File: config.mk
export PLATFORM = sky130hd
export DESIGN_NAME = context_ready_deque_core
export DESIGN_NICKNAME = d
export VERILOG_FILES = /design/src/rtl/ctxrd_pkg.sv /design/src/rtl/context_ready_deque_core.sv /design/src/rtl/ctxrd_ctrl.sv /design/src/rtl/ctxrd_dp.sv
export SDC_FILE = /design/constraint.sdc
export NUM_CORES = 1
export LEC_CHECK = 0
export ABC_AREA = 1
export BUFFER_PORTS_ARGS = -buffer_cell sky130_fd_sc_hd__buf_2
export CAP_MARGIN = 20
export CORE_MARGIN = 5
export CORE_UTILIZATION = 65
export CTS_CLUSTER_DIAMETER = 60
export DETAILED_ROUTE_END_ITERATION = 6
export PLACE_DENSITY = 0.82
export SYNTH_ARGS = -nofsm -noshare
export SYNTH_HDL_FRONTEND = slang
export SYNTH_SLANG_ARGS = --single-unit
File: constraint.sdc
create_clock -name clock -period 5.5 [get_ports clock]
set_clock_uncertainty 0.05 [all_clocks]
set_input_delay 0 -clock clock [delete_from_list [all_inputs] [get_ports clock]]
set_output_delay 0 -clock clock [all_outputs]
set_load 0.01 [all_outputs]
File: src/rtl/ctxrd_pkg.sv
package ctxrd_pkg;

   localparam int DEF_CAPACITY = 32;
   localparam int DEF_ID_BITS  = 16;

   // request codes
   localparam logic [1:0] CMD_PUSH_FRONT = 2'd0;
   localparam logic [1:0] CMD_PUSH_BACK  = 2'd1;
   localparam logic [1:0] CMD_REMOVE     = 2'd2;
   localparam logic [1:0] CMD_REPORT     = 2'd3;

   // result status codes
   localparam logic [1:0] ST_OK        = 2'd0;
   localparam logic [1:0] ST_INVALID   = 2'd1;
   localparam logic [1:0] ST_FULL      = 2'd2;
   localparam logic [1:0] ST_NOT_FOUND = 2'd3;

   typedef struct packed {
      logic [1:0]  cmd;
      logic [15:0] context_id;
   } ctxrd_req_type;

   typedef struct packed {
      logic [1:0]  status;
      logic [15:0] head_id;
      logic [5:0]  length;
      logic        is_empty;
   } ctxrd_rsp_type;

   // controller to datapath
   typedef struct packed {
      logic       capture;
      logic       push_front;
      logic       push_back;
      logic       scan_start;
      logic       scan_next;
      logic       rd_ptr;
      logic       rd_next;
      logic       rd_head;
      logic       shift_wr;
      logic       pop_head;
      logic       drop_tail;
      logic       head_cap;
      logic       rsp_load;
      logic [1:0] rsp_status;
   } ctxrd_cmd_type;

   // datapath to controller
   typedef struct packed {
      logic [1:0] req_cmd;
      logic       id_zero;
      logic       full;
      logic       empty;
      logic       match;
      logic       idx_zero;
      logic       idx_last;
      logic       idx_next_last;
      logic       rsp_free;
   } ctxrd_sts_type;

endpackage

File: src/rtl/context_ready_deque_core.sv
// Report, rejected requests and remove on an empty queue go straight to the result; a push writes
// the slot, then reads the head back to refresh it. Remove walks the slot memory one entry at a time:
// a front hit advances the head and refreshes it, a tail hit drops the tail, a hit elsewhere shifts
// each later entry forward to close the gap, and a miss walks every entry and reports not found.
// One request is in flight at a time; the next is taken once its result is in the output register.
// Reset clears the fill count and head pointer at once; slots are not cleared and need no pass.
module context_ready_deque_core
   import ctxrd_pkg::*;
#(
   parameter int CAPACITY = DEF_CAPACITY,
   parameter int ID_BITS  = DEF_ID_BITS
) (
   input  logic          clock,
   input  logic          reset,
   input  logic          req_valid,
   output logic          req_stall,
   input  ctxrd_req_type req_payload,
   output logic          rsp_valid,
   input  logic          rsp_stall,
   output ctxrd_rsp_type rsp_payload
);

   ctxrd_cmd_type cmd;
   ctxrd_sts_type sts;

   ctxrd_ctrl u_ctrl (
      .clock     (clock),
      .reset     (reset),
      .req_valid (req_valid),
      .req_stall (req_stall),
      .sts       (sts),
      .cmd       (cmd)
   );

   ctxrd_dp #(
      .CAPACITY (CAPACITY),
      .ID_BITS  (ID_BITS)
   ) u_dp (
      .clock       (clock),
      .reset       (reset),
      .req_payload (req_payload),
      .cmd         (cmd),
      .sts         (sts),
      .rsp_valid   (rsp_valid),
      .rsp_stall   (rsp_stall),
      .rsp_payload (rsp_payload)
   );

endmodule

File: src/rtl/ctxrd_ctrl.sv
module ctxrd_ctrl
   import ctxrd_pkg::*;
(
   input  logic          clock,
   input  logic          reset,
   input  logic          req_valid,
   output logic          req_stall,
   input  ctxrd_sts_type sts,
   output ctxrd_cmd_type cmd
);

   localparam logic [3:0] S_IDLE     = 4'd0;
   localparam logic [3:0] S_EXEC     = 4'd1;
   localparam logic [3:0] S_SCAN_RD  = 4'd2;
   localparam logic [3:0] S_SCAN_CMP = 4'd3;
   localparam logic [3:0] S_SHIFT_RD = 4'd4;
   localparam logic [3:0] S_SHIFT_WR = 4'd5;
   localparam logic [3:0] S_REF_RD   = 4'd6;
   localparam logic [3:0] S_REF_CAP  = 4'd7;
   localparam logic [3:0] S_RESP     = 4'd8;

   logic [3:0] state_ff, state_in;
   logic [1:0] status_ff, status_in;

   always_comb begin
      state_in       = state_ff;
      status_in      = status_ff;
      cmd            = '0;
      cmd.rsp_status = status_ff;
      req_stall      = 1'b1;
      case (state_ff)
         S_IDLE: begin
            req_stall = 1'b0;
            if (req_valid) begin
               cmd.capture = 1'b1;
               state_in    = S_EXEC;
            end
         end
         S_EXEC: begin
            case (sts.req_cmd)
               CMD_PUSH_FRONT, CMD_PUSH_BACK: begin
                  if (sts.id_zero) begin
                     status_in = ST_INVALID;
                     state_in  = S_RESP;
                  end else if (sts.full) begin
                     status_in = ST_FULL;
                     state_in  = S_RESP;
                  end else begin
                     cmd.push_front = (sts.req_cmd == CMD_PUSH_FRONT);
                     cmd.push_back  = (sts.req_cmd == CMD_PUSH_BACK);
                     status_in      = ST_OK;
                     state_in       = S_REF_RD;
                  end
               end
               CMD_REMOVE: begin
                  if (sts.id_zero) begin
                     status_in = ST_INVALID;
                     state_in  = S_RESP;
                  end else if (sts.empty) begin
                     status_in = ST_NOT_FOUND;
                     state_in  = S_RESP;
                  end else begin
                     cmd.scan_start = 1'b1;
                     status_in      = ST_OK;
                     state_in       = S_SCAN_RD;
                  end
               end
               default: begin
                  status_in = ST_OK;
                  state_in  = S_RESP;
               end
            endcase
         end
         S_SCAN_RD: begin
            cmd.rd_ptr = 1'b1;
            state_in   = S_SCAN_CMP;
         end
         S_SCAN_CMP: begin
            if (sts.match) begin
               if (sts.idx_zero) begin
                  // front hit: advance the head, then refresh its value
                  cmd.pop_head = 1'b1;
                  state_in     = S_REF_RD;
               end else if (sts.idx_last) begin
                  cmd.drop_tail = 1'b1;
                  state_in      = S_RESP;
               end else begin
                  state_in = S_SHIFT_RD;
               end
            end else if (sts.idx_last) begin
               status_in = ST_NOT_FOUND;
               state_in  = S_RESP;
            end else begin
               cmd.scan_next = 1'b1;
               state_in      = S_SCAN_RD;
            end
         end
         S_SHIFT_RD: begin
            cmd.rd_next = 1'b1;
            state_in    = S_SHIFT_WR;
         end
         S_SHIFT_WR: begin
            cmd.shift_wr = 1'b1;
            if (sts.idx_next_last) begin
               cmd.drop_tail = 1'b1;
               state_in      = S_RESP;
            end else begin
               state_in = S_SHIFT_RD;
            end
         end
         S_REF_RD: begin
            cmd.rd_head = 1'b1;
            state_in    = S_REF_CAP;
         end
         S_REF_CAP: begin
            cmd.head_cap = 1'b1;
            state_in     = S_RESP;
         end
         S_RESP: begin
            // hold until the output register frees up
            if (sts.rsp_free) begin
               cmd.rsp_load = 1'b1;
               state_in     = S_IDLE;
            end
         end
         default: begin
            state_in = S_IDLE;
         end
      endcase
   end

   always_ff @(posedge clock) begin
      if (reset) begin
         state_ff  <= S_IDLE;
         status_ff <= ST_OK;
      end else begin
         state_ff  <= state_in;
         status_ff <= status_in;
      end
   end

endmodule

File: src/rtl/ctxrd_dp.sv
module ctxrd_dp
   import ctxrd_pkg::*;
#(
   parameter int CAPACITY = DEF_CAPACITY,
   parameter int ID_BITS  = DEF_ID_BITS
) (
   input  logic          clock,
   input  logic          reset,
   input  ctxrd_req_type req_payload,
   input  ctxrd_cmd_type cmd,
   output ctxrd_sts_type sts,
   output logic          rsp_valid,
   input  logic          rsp_stall,
   output ctxrd_rsp_type rsp_payload
);

   localparam int PTR_W = $clog2(CAPACITY);
   localparam int CNT_W = $clog2(CAPACITY + 1);
   localparam int SUM_W = CNT_W + 1;

   localparam logic [PTR_W-1:0] PTR_LAST = PTR_W'(CAPACITY - 1);
   localparam logic [CNT_W-1:0] CNT_FULL = CNT_W'(CAPACITY);
   localparam logic [SUM_W-1:0] SUM_CAP  = SUM_W'(CAPACITY);

   logic [ID_BITS-1:0] slots_mem [CAPACITY];

   logic [1:0]         cmd_ff, cmd_in;
   logic [ID_BITS-1:0] id_ff, id_in;
   logic [PTR_W-1:0]   head_ff, head_in;
   logic [CNT_W-1:0]   count_ff, count_in;
   logic [PTR_W-1:0]   ptr_ff, ptr_in;
   logic [PTR_W-1:0]   idx_ff, idx_in;
   logic [ID_BITS-1:0] head_val_ff, head_val_in;
   logic [ID_BITS-1:0] rd_data_ff;
   logic               rsp_valid_ff, rsp_valid_in;
   ctxrd_rsp_type      rsp_ff, rsp_in;

   logic [PTR_W-1:0]   head_dec, head_nxt, ptr_nxt, tail;
   logic [SUM_W-1:0]   tail_sum;
   logic               wr_en, rd_en;
   logic [PTR_W-1:0]   wr_addr, rd_addr;
   logic [ID_BITS-1:0] wr_data;

   assign head_dec = (head_ff == '0) ? PTR_LAST : head_ff - 1'b1;
   assign head_nxt = (head_ff == PTR_LAST) ? '0 : head_ff + 1'b1;
   assign ptr_nxt  = (ptr_ff == PTR_LAST) ? '0 : ptr_ff + 1'b1;
   assign tail_sum = SUM_W'(head_ff) + SUM_W'(count_ff);
   assign tail     = (tail_sum >= SUM_CAP) ? PTR_W'(tail_sum - SUM_CAP) : PTR_W'(tail_sum);

   // memory port steering
   always_comb begin
      wr_en   = cmd.push_front | cmd.push_back | cmd.shift_wr;
      wr_addr = ptr_ff;
      wr_data = rd_data_ff;
      if (cmd.push_front) begin
         wr_addr = head_dec;
         wr_data = id_ff;
      end else if (cmd.push_back) begin
         wr_addr = tail;
         wr_data = id_ff;
      end
      rd_en   = cmd.rd_ptr | cmd.rd_next | cmd.rd_head;
      rd_addr = ptr_ff;
      if (cmd.rd_next) begin
         rd_addr = ptr_nxt;
      end else if (cmd.rd_head) begin
         rd_addr = head_ff;
      end
   end

   always_ff @(posedge clock) begin
      if (wr_en) begin
         slots_mem[wr_addr] <= wr_data;
      end
      if (rd_en) begin
         rd_data_ff <= slots_mem[rd_addr];
      end
   end

   always_comb begin
      cmd_in      = cmd_ff;
      id_in       = id_ff;
      head_in     = head_ff;
      count_in    = count_ff;
      ptr_in      = ptr_ff;
      idx_in      = idx_ff;
      head_val_in = head_val_ff;
      if (cmd.capture) begin
         cmd_in = req_payload.cmd;
         id_in  = ID_BITS'(req_payload.context_id);
      end
      if (cmd.push_front) begin
         head_in  = head_dec;
         count_in = count_ff + 1'b1;
      end
      if (cmd.push_back) begin
         count_in = count_ff + 1'b1;
      end
      if (cmd.pop_head) begin
         head_in  = head_nxt;
         count_in = count_ff - 1'b1;
      end
      if (cmd.drop_tail) begin
         count_in = count_ff - 1'b1;
      end
      if (cmd.scan_start) begin
         ptr_in = head_ff;
         idx_in = '0;
      end
      if (cmd.scan_next | cmd.shift_wr) begin
         ptr_in = ptr_nxt;
         idx_in = idx_ff + 1'b1;
      end
      if (cmd.head_cap) begin
         head_val_in = rd_data_ff;
      end
   end

   always_comb begin
      rsp_valid_in = cmd.rsp_load | (rsp_valid_ff & rsp_stall);
      rsp_in       = rsp_ff;
      if (cmd.rsp_load) begin
         rsp_in.status   = cmd.rsp_status;
         rsp_in.head_id  = (count_ff == '0) ? 16'd0 : 16'(head_val_ff);
         rsp_in.length   = 6'(count_ff);
         rsp_in.is_empty = (count_ff == '0);
      end
   end

   always_ff @(posedge clock) begin
      if (reset) begin
         head_ff      <= '0;
         count_ff     <= '0;
         ptr_ff       <= '0;
         idx_ff       <= '0;
         rsp_valid_ff <= 1'b0;
      end else begin
         head_ff      <= head_in;
         count_ff     <= count_in;
         ptr_ff       <= ptr_in;
         idx_ff       <= idx_in;
         rsp_valid_ff <= rsp_valid_in;
      end
   end

   always_ff @(posedge clock) begin
      cmd_ff      <= cmd_in;
      id_ff       <= id_in;
      head_val_ff <= head_val_in;
      rsp_ff      <= rsp_in;
   end

   always_comb begin
      sts.req_cmd       = cmd_ff;
      sts.id_zero       = (id_ff == '0);
      sts.full          = (count_ff == CNT_FULL);
      sts.empty         = (count_ff == '0);
      sts.match         = (rd_data_ff == id_ff);
      sts.idx_zero      = (idx_ff == '0);
      sts.idx_last      = ((CNT_W'(idx_ff) + CNT_W'(1)) == count_ff);
      sts.idx_next_last = ((SUM_W'(idx_ff) + SUM_W'(2)) == SUM_W'(count_ff));
      sts.rsp_free      = ~rsp_valid_ff | ~rsp_stall;
   end

   assign rsp_valid   = rsp_valid_ff;
   assign rsp_payload = rsp_ff;

endmodule

* After elaboration in Yosys (flattened, before gate mapping)
Memories as Yosys holds them, arrays and structs flattened. A register that Yosys moved wholly into a read port is not among the register bits. Cells that the tools add are included.
Word-level totals: register bits after elaboration 87, bits in writable memories 512, input port bits 22, output and inout bits 27, logic and storage cells 139, memories kept 1
Memories:
- u_dp.slots_mem | depth 32, width 16, read ports 1, clocked after Yosys merged registers in 1, write ports 1, RTL line ctxrd_dp.sv:25 | logic [ID_BITS-1:0] slots_mem [CAPACITY];
Cells by class: $add $sub $neg 10, $lt $le $gt $ge 1, equality and inequality tests 20, multiplexer cells 70, bitwise gates (word level) 10, reductions and logical operators 13
Operators with widths (count):
- $mux W5 | 14
- $mux W4 | 11
- $pmux W4 S9 | 1
- $mux W16 | 2
- $mux W6 | 4
- $mux W1 | 23
- $mux W2 | 10
- $eq A16 B16 Y1 | 1
- $eq A4 B3 Y1 const B | 4
- $logic_not A16 Y1 | 1
- $add A5 B1 Y5 const B | 3
- $eq A5 B5 Y1 const B | 2
- $logic_not A5 Y1 | 2
- $sub A5 B1 Y5 const B | 2
- $eq A4 B2 Y1 const B | 2
- $ne A2 B2 Y1 const B | 4
- $pmux W2 S2 | 2
- $pmux W4 S2 | 1
- $add A5 B6 Y7 | 1
- $eq A7 B6 Y1 | 1
- $ge A7 B6 Y1 const B | 1
- $or A1 B1 Y1 | 7
- $add A5 B1 Y6 const B | 1
- $add A5 B2 Y6 const B | 1
- 20 further kinds | 23

* Longest topological paths before layout
depth after elaboration 9, depth in mapped cells 18, gate-level depth less buffers 17

* Cells and area by module
Synthesis repeated with hierarchy kept, for this count alone.
Unflattened totals: cell total of the unflattened synthesis 2716, area, all modules 28122.0 um^2
By module, submodules not included:
- ctxrd_dp | instances 1, cells an instance 2622, area an instance 27622.7 um^2
- ctxrd_ctrl | instances 1, cells an instance 94, area an instance 499.2 um^2

* Worst setup path before layout
Ideal clock, no wire load.
path kind reg-to-reg, start point register u_dp.count_ff[1], end point memory u_dp.slots_mem[0][0] (netlist name) (data pin), arrival 2.885 ns, data required time 4.996 ns, path slack 2.111 ns, stages on the path, launching flop included 10, path through dfxtp_1 > inv_1 > ha_1 > nand4_1 > nor2_1 > nor2_2 > nand3_2 > buf_2 > clkbuf_1 > o21ai_0
Between the ends: longest elaborated chain between the ends 7
Ends and longest elaborated chain:
- start, declared | RTL line ctxrd_dp.sv:30 | logic [CNT_W-1:0] count_ff, count_in;
- start signal, assigned | RTL line ctxrd_dp.sv:139 | count_ff <= count_in;
- $eq A6 B6 Y1 * | RTL line ctxrd_dp.sv:156 | sts.full = (count_ff == CNT_FULL);
- $mux W2 * | RTL line ctxrd_ctrl.sv:45 | end else if (sts.full) begin
- $mux W2 * | RTL line ctxrd_ctrl.sv:42 | if (sts.id_zero) begin
- $mux W2 * | RTL line ctxrd_ctrl.sv:40 | case (sts.req_cmd)
- $mux W3 * | RTL line ctxrd_ctrl.sv:31 | case (state_ff)
- $mux W16 | RTL line ctxrd_dp.sv:58 | end else if (cmd.push_back) begin
- $mux W16 * | RTL line ctxrd_dp.sv:55 | if (cmd.push_front) begin
- named net u_dp.wr_data[0] | RTL line ctxrd_dp.sv:42 | logic [ID_BITS-1:0] wr_data;
- end, declared | RTL line ctxrd_dp.sv:25
Mark *: on every way through the listed nets, which the timed path passes. The rest lies on a longest branch.

* Worst setup path after layout
start point register u_ctrl.state_ff[1], end point register u_dp.rd_data_ff[12], read port of u_dp.slots_mem (data pin)
Between the ends: longest elaborated chain between the ends 4, elaborated cells between the ends (all ways) 10, those cells by class eq/ne (3); mux (5); bitwise (2)
Ends and longest elaborated chain:
- start, declared | RTL line ctxrd_ctrl.sv:22 | logic [3:0] state_ff, state_in;
- start signal, assigned | RTL line ctxrd_ctrl.sv:137 | state_ff <= state_in;
- $eq A4 B3 Y1 / $eq A4 B2 Y1 (equally long branches) | RTL line ctxrd_ctrl.sv:31
- $mux W1 | RTL line ctxrd_ctrl.sv:31
- $mux W5 / $or A1 B1 Y1 (equally long branches) | RTL line ctxrd_dp.sv:66, ctxrd_dp.sv:62
- $mux W5 / $or A1 B1 Y1 (equally long branches) | RTL line ctxrd_dp.sv:64, ctxrd_dp.sv:62
- end, declared | RTL line ctxrd_dp.sv:34 | logic [ID_BITS-1:0] rd_data_ff;
Several ways; a longest one is shown, not always the timed one. A chain may end at the register's enable or synchronous reset.

==> metrics.txt <==
DP HPWL 41.1 mm; Yosys top cell area share 0.625; Top Ports 49; Post-synth EDFFs 587; PD cells 437 nW/um^2; Syn Inst Count 2,904; sequential-to-total area share from yosys stat 0.645; vias post-DR 21,300; gr ovfl total 0; vias in the first global route 20,500; RSZ-0062 raised after global routing false; DRT iter0 DRCs 3,289; HP Start req_payload[0]; worst-skew pair later-pin latency 640 ps; main flop type after synthesis edfxtp_1; clock-pin slew on the worst setup and hold paths 60 ps; CTS buffer count 59; R2R depth 15; first-pass GRT wire length 112 mm; Cell Area, Synth 28,200 sq um; DR WL/cell 20.2 um; PostCTS Resize Cnt 0; r2r startpoint u_ctrl.state_ff[1]$_SDFFE_PP0P_; Synth Register Bits 615; crit path launch type register; outcome completed; Die Y 218 um; die span in x 218 um; Port Buffers 48; Worst Path Arrival 4100 ps; initial antenna violation count 0; Syn Area/Cell 9.72 sq um; CP Max Fanout 61; Syn. warnings 0; Root Driver clkbuf_16; Req. time, crit path 5840 ps; TNS Setup 0 ps; Std-Cell Rows 76; Max Fclk 266 MHz; Async SR Flop Fraction 0; WHS Endpoint u_dp.id_ff[0]$_DFFE_PP_; Detailed Routing Iterations Pass 1 6; share of layout cells above drive strength 1 0.0831; largest net degree at the start of global routing 159; CTS Sinks 615; post-CTS setup buffer count 0; Slew @ Worst Pin 1160 ps; antenna fix cells 0; period utilization 0.684; r2r setup slk 1740 ps; leading post-synthesis cells by cell area edfxtp_1, nand3_1, nand2_1, inv_1, dfxtp_1; commonest cells after routing, fill and taps aside nand2_1, inv_1, nand3_1, edfxtp_1, nor2_1; worst hold slack 24.5 ps; core area 43,000 sq um; clk buf depth 3; Hold Path Depth 2; TritonCTS clock tree built; syn_nets 2,941; Synth cell types 39; nature of the critical path endpoint register; Vias/cell 5.89; max cap viols 0; H-tree depth 2; Worst VDD drop 0.000283 V; # DRC 0; final WL 73.0 mm; Hold Crit Class input port to register; Layout area overhead 11.4%; Reg-to-Reg End u_dp.rd_data_ff[12]$_DFFE_PP_; fin. max-slew vios 0; Final nets 3,008; RePlAce Congestion 0.911; GR Util All Layers 0.304; area leader, netlist edfxtp_1; Die ar. 47,700 sq um; Pleak 13.8 nW; Final ANT Viol Nets 0; Filler cells 2,750; Power, Total 0.0137 W; effective utilization at floorplan 0.657; setup violators final 0; worst setup path startpoint u_ctrl.state_ff[1]$_SDFFE_PP0P_; Hold Violations, Final 0; slew margin rel. 0.228; commonest non-fill, non-tap cell in the layout nand2_1; crit path kind register to register; minimum clock period 3760 ps
==> flip-flops by register name, summed over array words and instances, names as in the netlist <==
register          count
u_dp.slots_mem      512
u_dp.rsp_payload     25
u_dp.head_val_ff     16
u_dp.id_ff           16
u_dp.rd_data_ff      16
u_dp.count_ff         6
u_dp.head_ff          5
u_dp.idx_ff           5
u_dp.ptr_ff           5
u_ctrl.state_ff       4
u_ctrl.status_ff      2
u_dp.cmd_ff           2
u_dp.rsp_valid        1
==> what timing repair did <==
action,CTS,global route
endpoints found under the setup margin,0,0
hold buffers,23,0
hold endpoints to repair,58,0
==> Yosys cell counts (2+ instances only) <==
master / number
or2_2: 2
buf_2: 73
ha_1: 14
a31oi_1: 3
nand4_1: 12
nor2_4: 2
nor2_1: 89
xnor2_1: 3
o21ai_0: 39
inv_2: 8
buf_1: 10
nand2_1: 685
nand2_2: 3
buf_4: 19
o211ai_1: 3
xor2_1: 15
nor3_1: 7
nand3_1: 604
a21oi_1: 23
dfxtp_1: 28
o21ai_2: 2
nand3_2: 4
inv_1: 621
edfxtp_1: 587
clkbuf_1: 26
buf_6: 4
or2_1: 2
nor2_2: 5
==> worst max-delay path, cell delays in order (launching register included) <==
cell and delay, ps:
dfxtp_1 570, nor2_4 60, inv_2 110, nor2_8 60, inv_4 120, nand3_2 440
nand2_4 640, buf_16 340, buf_12 320, nand2_1 110, nand3_1 150, nand3_1 110
nand3_1 90, nand2_1 60, nand2_1 120, nand2_1 70
==> power breakdown <==
group / internal, W / switching, W
Sequential: 0.00576 / 0.000133
Clock: 0.00245 / 0.00178
Combinational: 0.000881 / 0.00275
==> worst max path at each step <==
stage / endpoint / slack, ps / depth (start not counted)
2_1_floorplan: u_dp.slots_mem[0][0]$_DFFE_PP_ / 2110 / 9
3_3_place_gp: u_dp.slots_mem[11][15]$_DFFE_PP_ / 1750 / 10
3_5_place_dp: u_dp.slots_mem[15][10]$_DFFE_PP_ / 1600 / 10
4_1_cts: u_dp.slots_mem[15][5]$_DFFE_PP_ / 1580 / 10
5_1_grt: u_dp.rd_data_ff[12]$_DFFE_PP_ / 1540 / 15
6_report: u_dp.rd_data_ff[12]$_DFFE_PP_ / 1740 / 15
==> layer usage <==
metal	vias to the layer above	routed length, um	GRT usage
li1	9511	-	-
met1	9931	26400	0.402
met2	1552	34000	0.487
met3	256	9190	0.0697
met4	0	3320	0.139
met5	-	0	0
==> final cells by class <==
class / instances / area, sq um / area share
clock inverters: 43 / 509 / 0.0162
clock buffers: 68 / 1510 / 0.0480
flip-flops and latches: 615 / 18200 / 0.578
inverters: 630 / 2370 / 0.0754
multi-input cells: 1527 / 7090 / 0.226
well taps: 585 / 732 / 0.0233
repair buffers: 138 / 1050 / 0.0333
==> stage by stage <==
| step | area (sq um) | setup WS [ps] | utilization | std cells |
|---|---|---|---|---|
| 3_3_place_gp | 29100 | 1750 | 0.678 | 3468 |
| 5_1_grt | 31400 | 1540 | 0.732 | 3606 |
| 2_1_floorplan | 28200 | 2110 | - | 2904 |
| 6_report | 31400 | 1740 | 0.732 | 3606 |
| 3_5_place_dp | 29200 | 1600 | 0.679 | 3470 |
| 4_1_cts | 31400 | 1580 | 0.731 | 3604 |
==> cells by family (layout without fill, tap and decap cells) <==
| kind of cell | Yosys count | in the layout | synth area share |
|---|---|---|---|
| adders and majority gates | 15 | 15 | 0.00692 |
| xor gates and xnor gates | 18 | 18 | 0.00559 |
| AOI/OAI and AO/OA | 75 | 75 | 0.0143 |
| buffers and inverters | 762 | 879 | 0.108 |
| DFF | 615 | 615 | 0.645 |
| and+or+nand+nor | 1419 | 1419 | 0.220 |
Note: power is estimated with default switching activity, not from simulation.
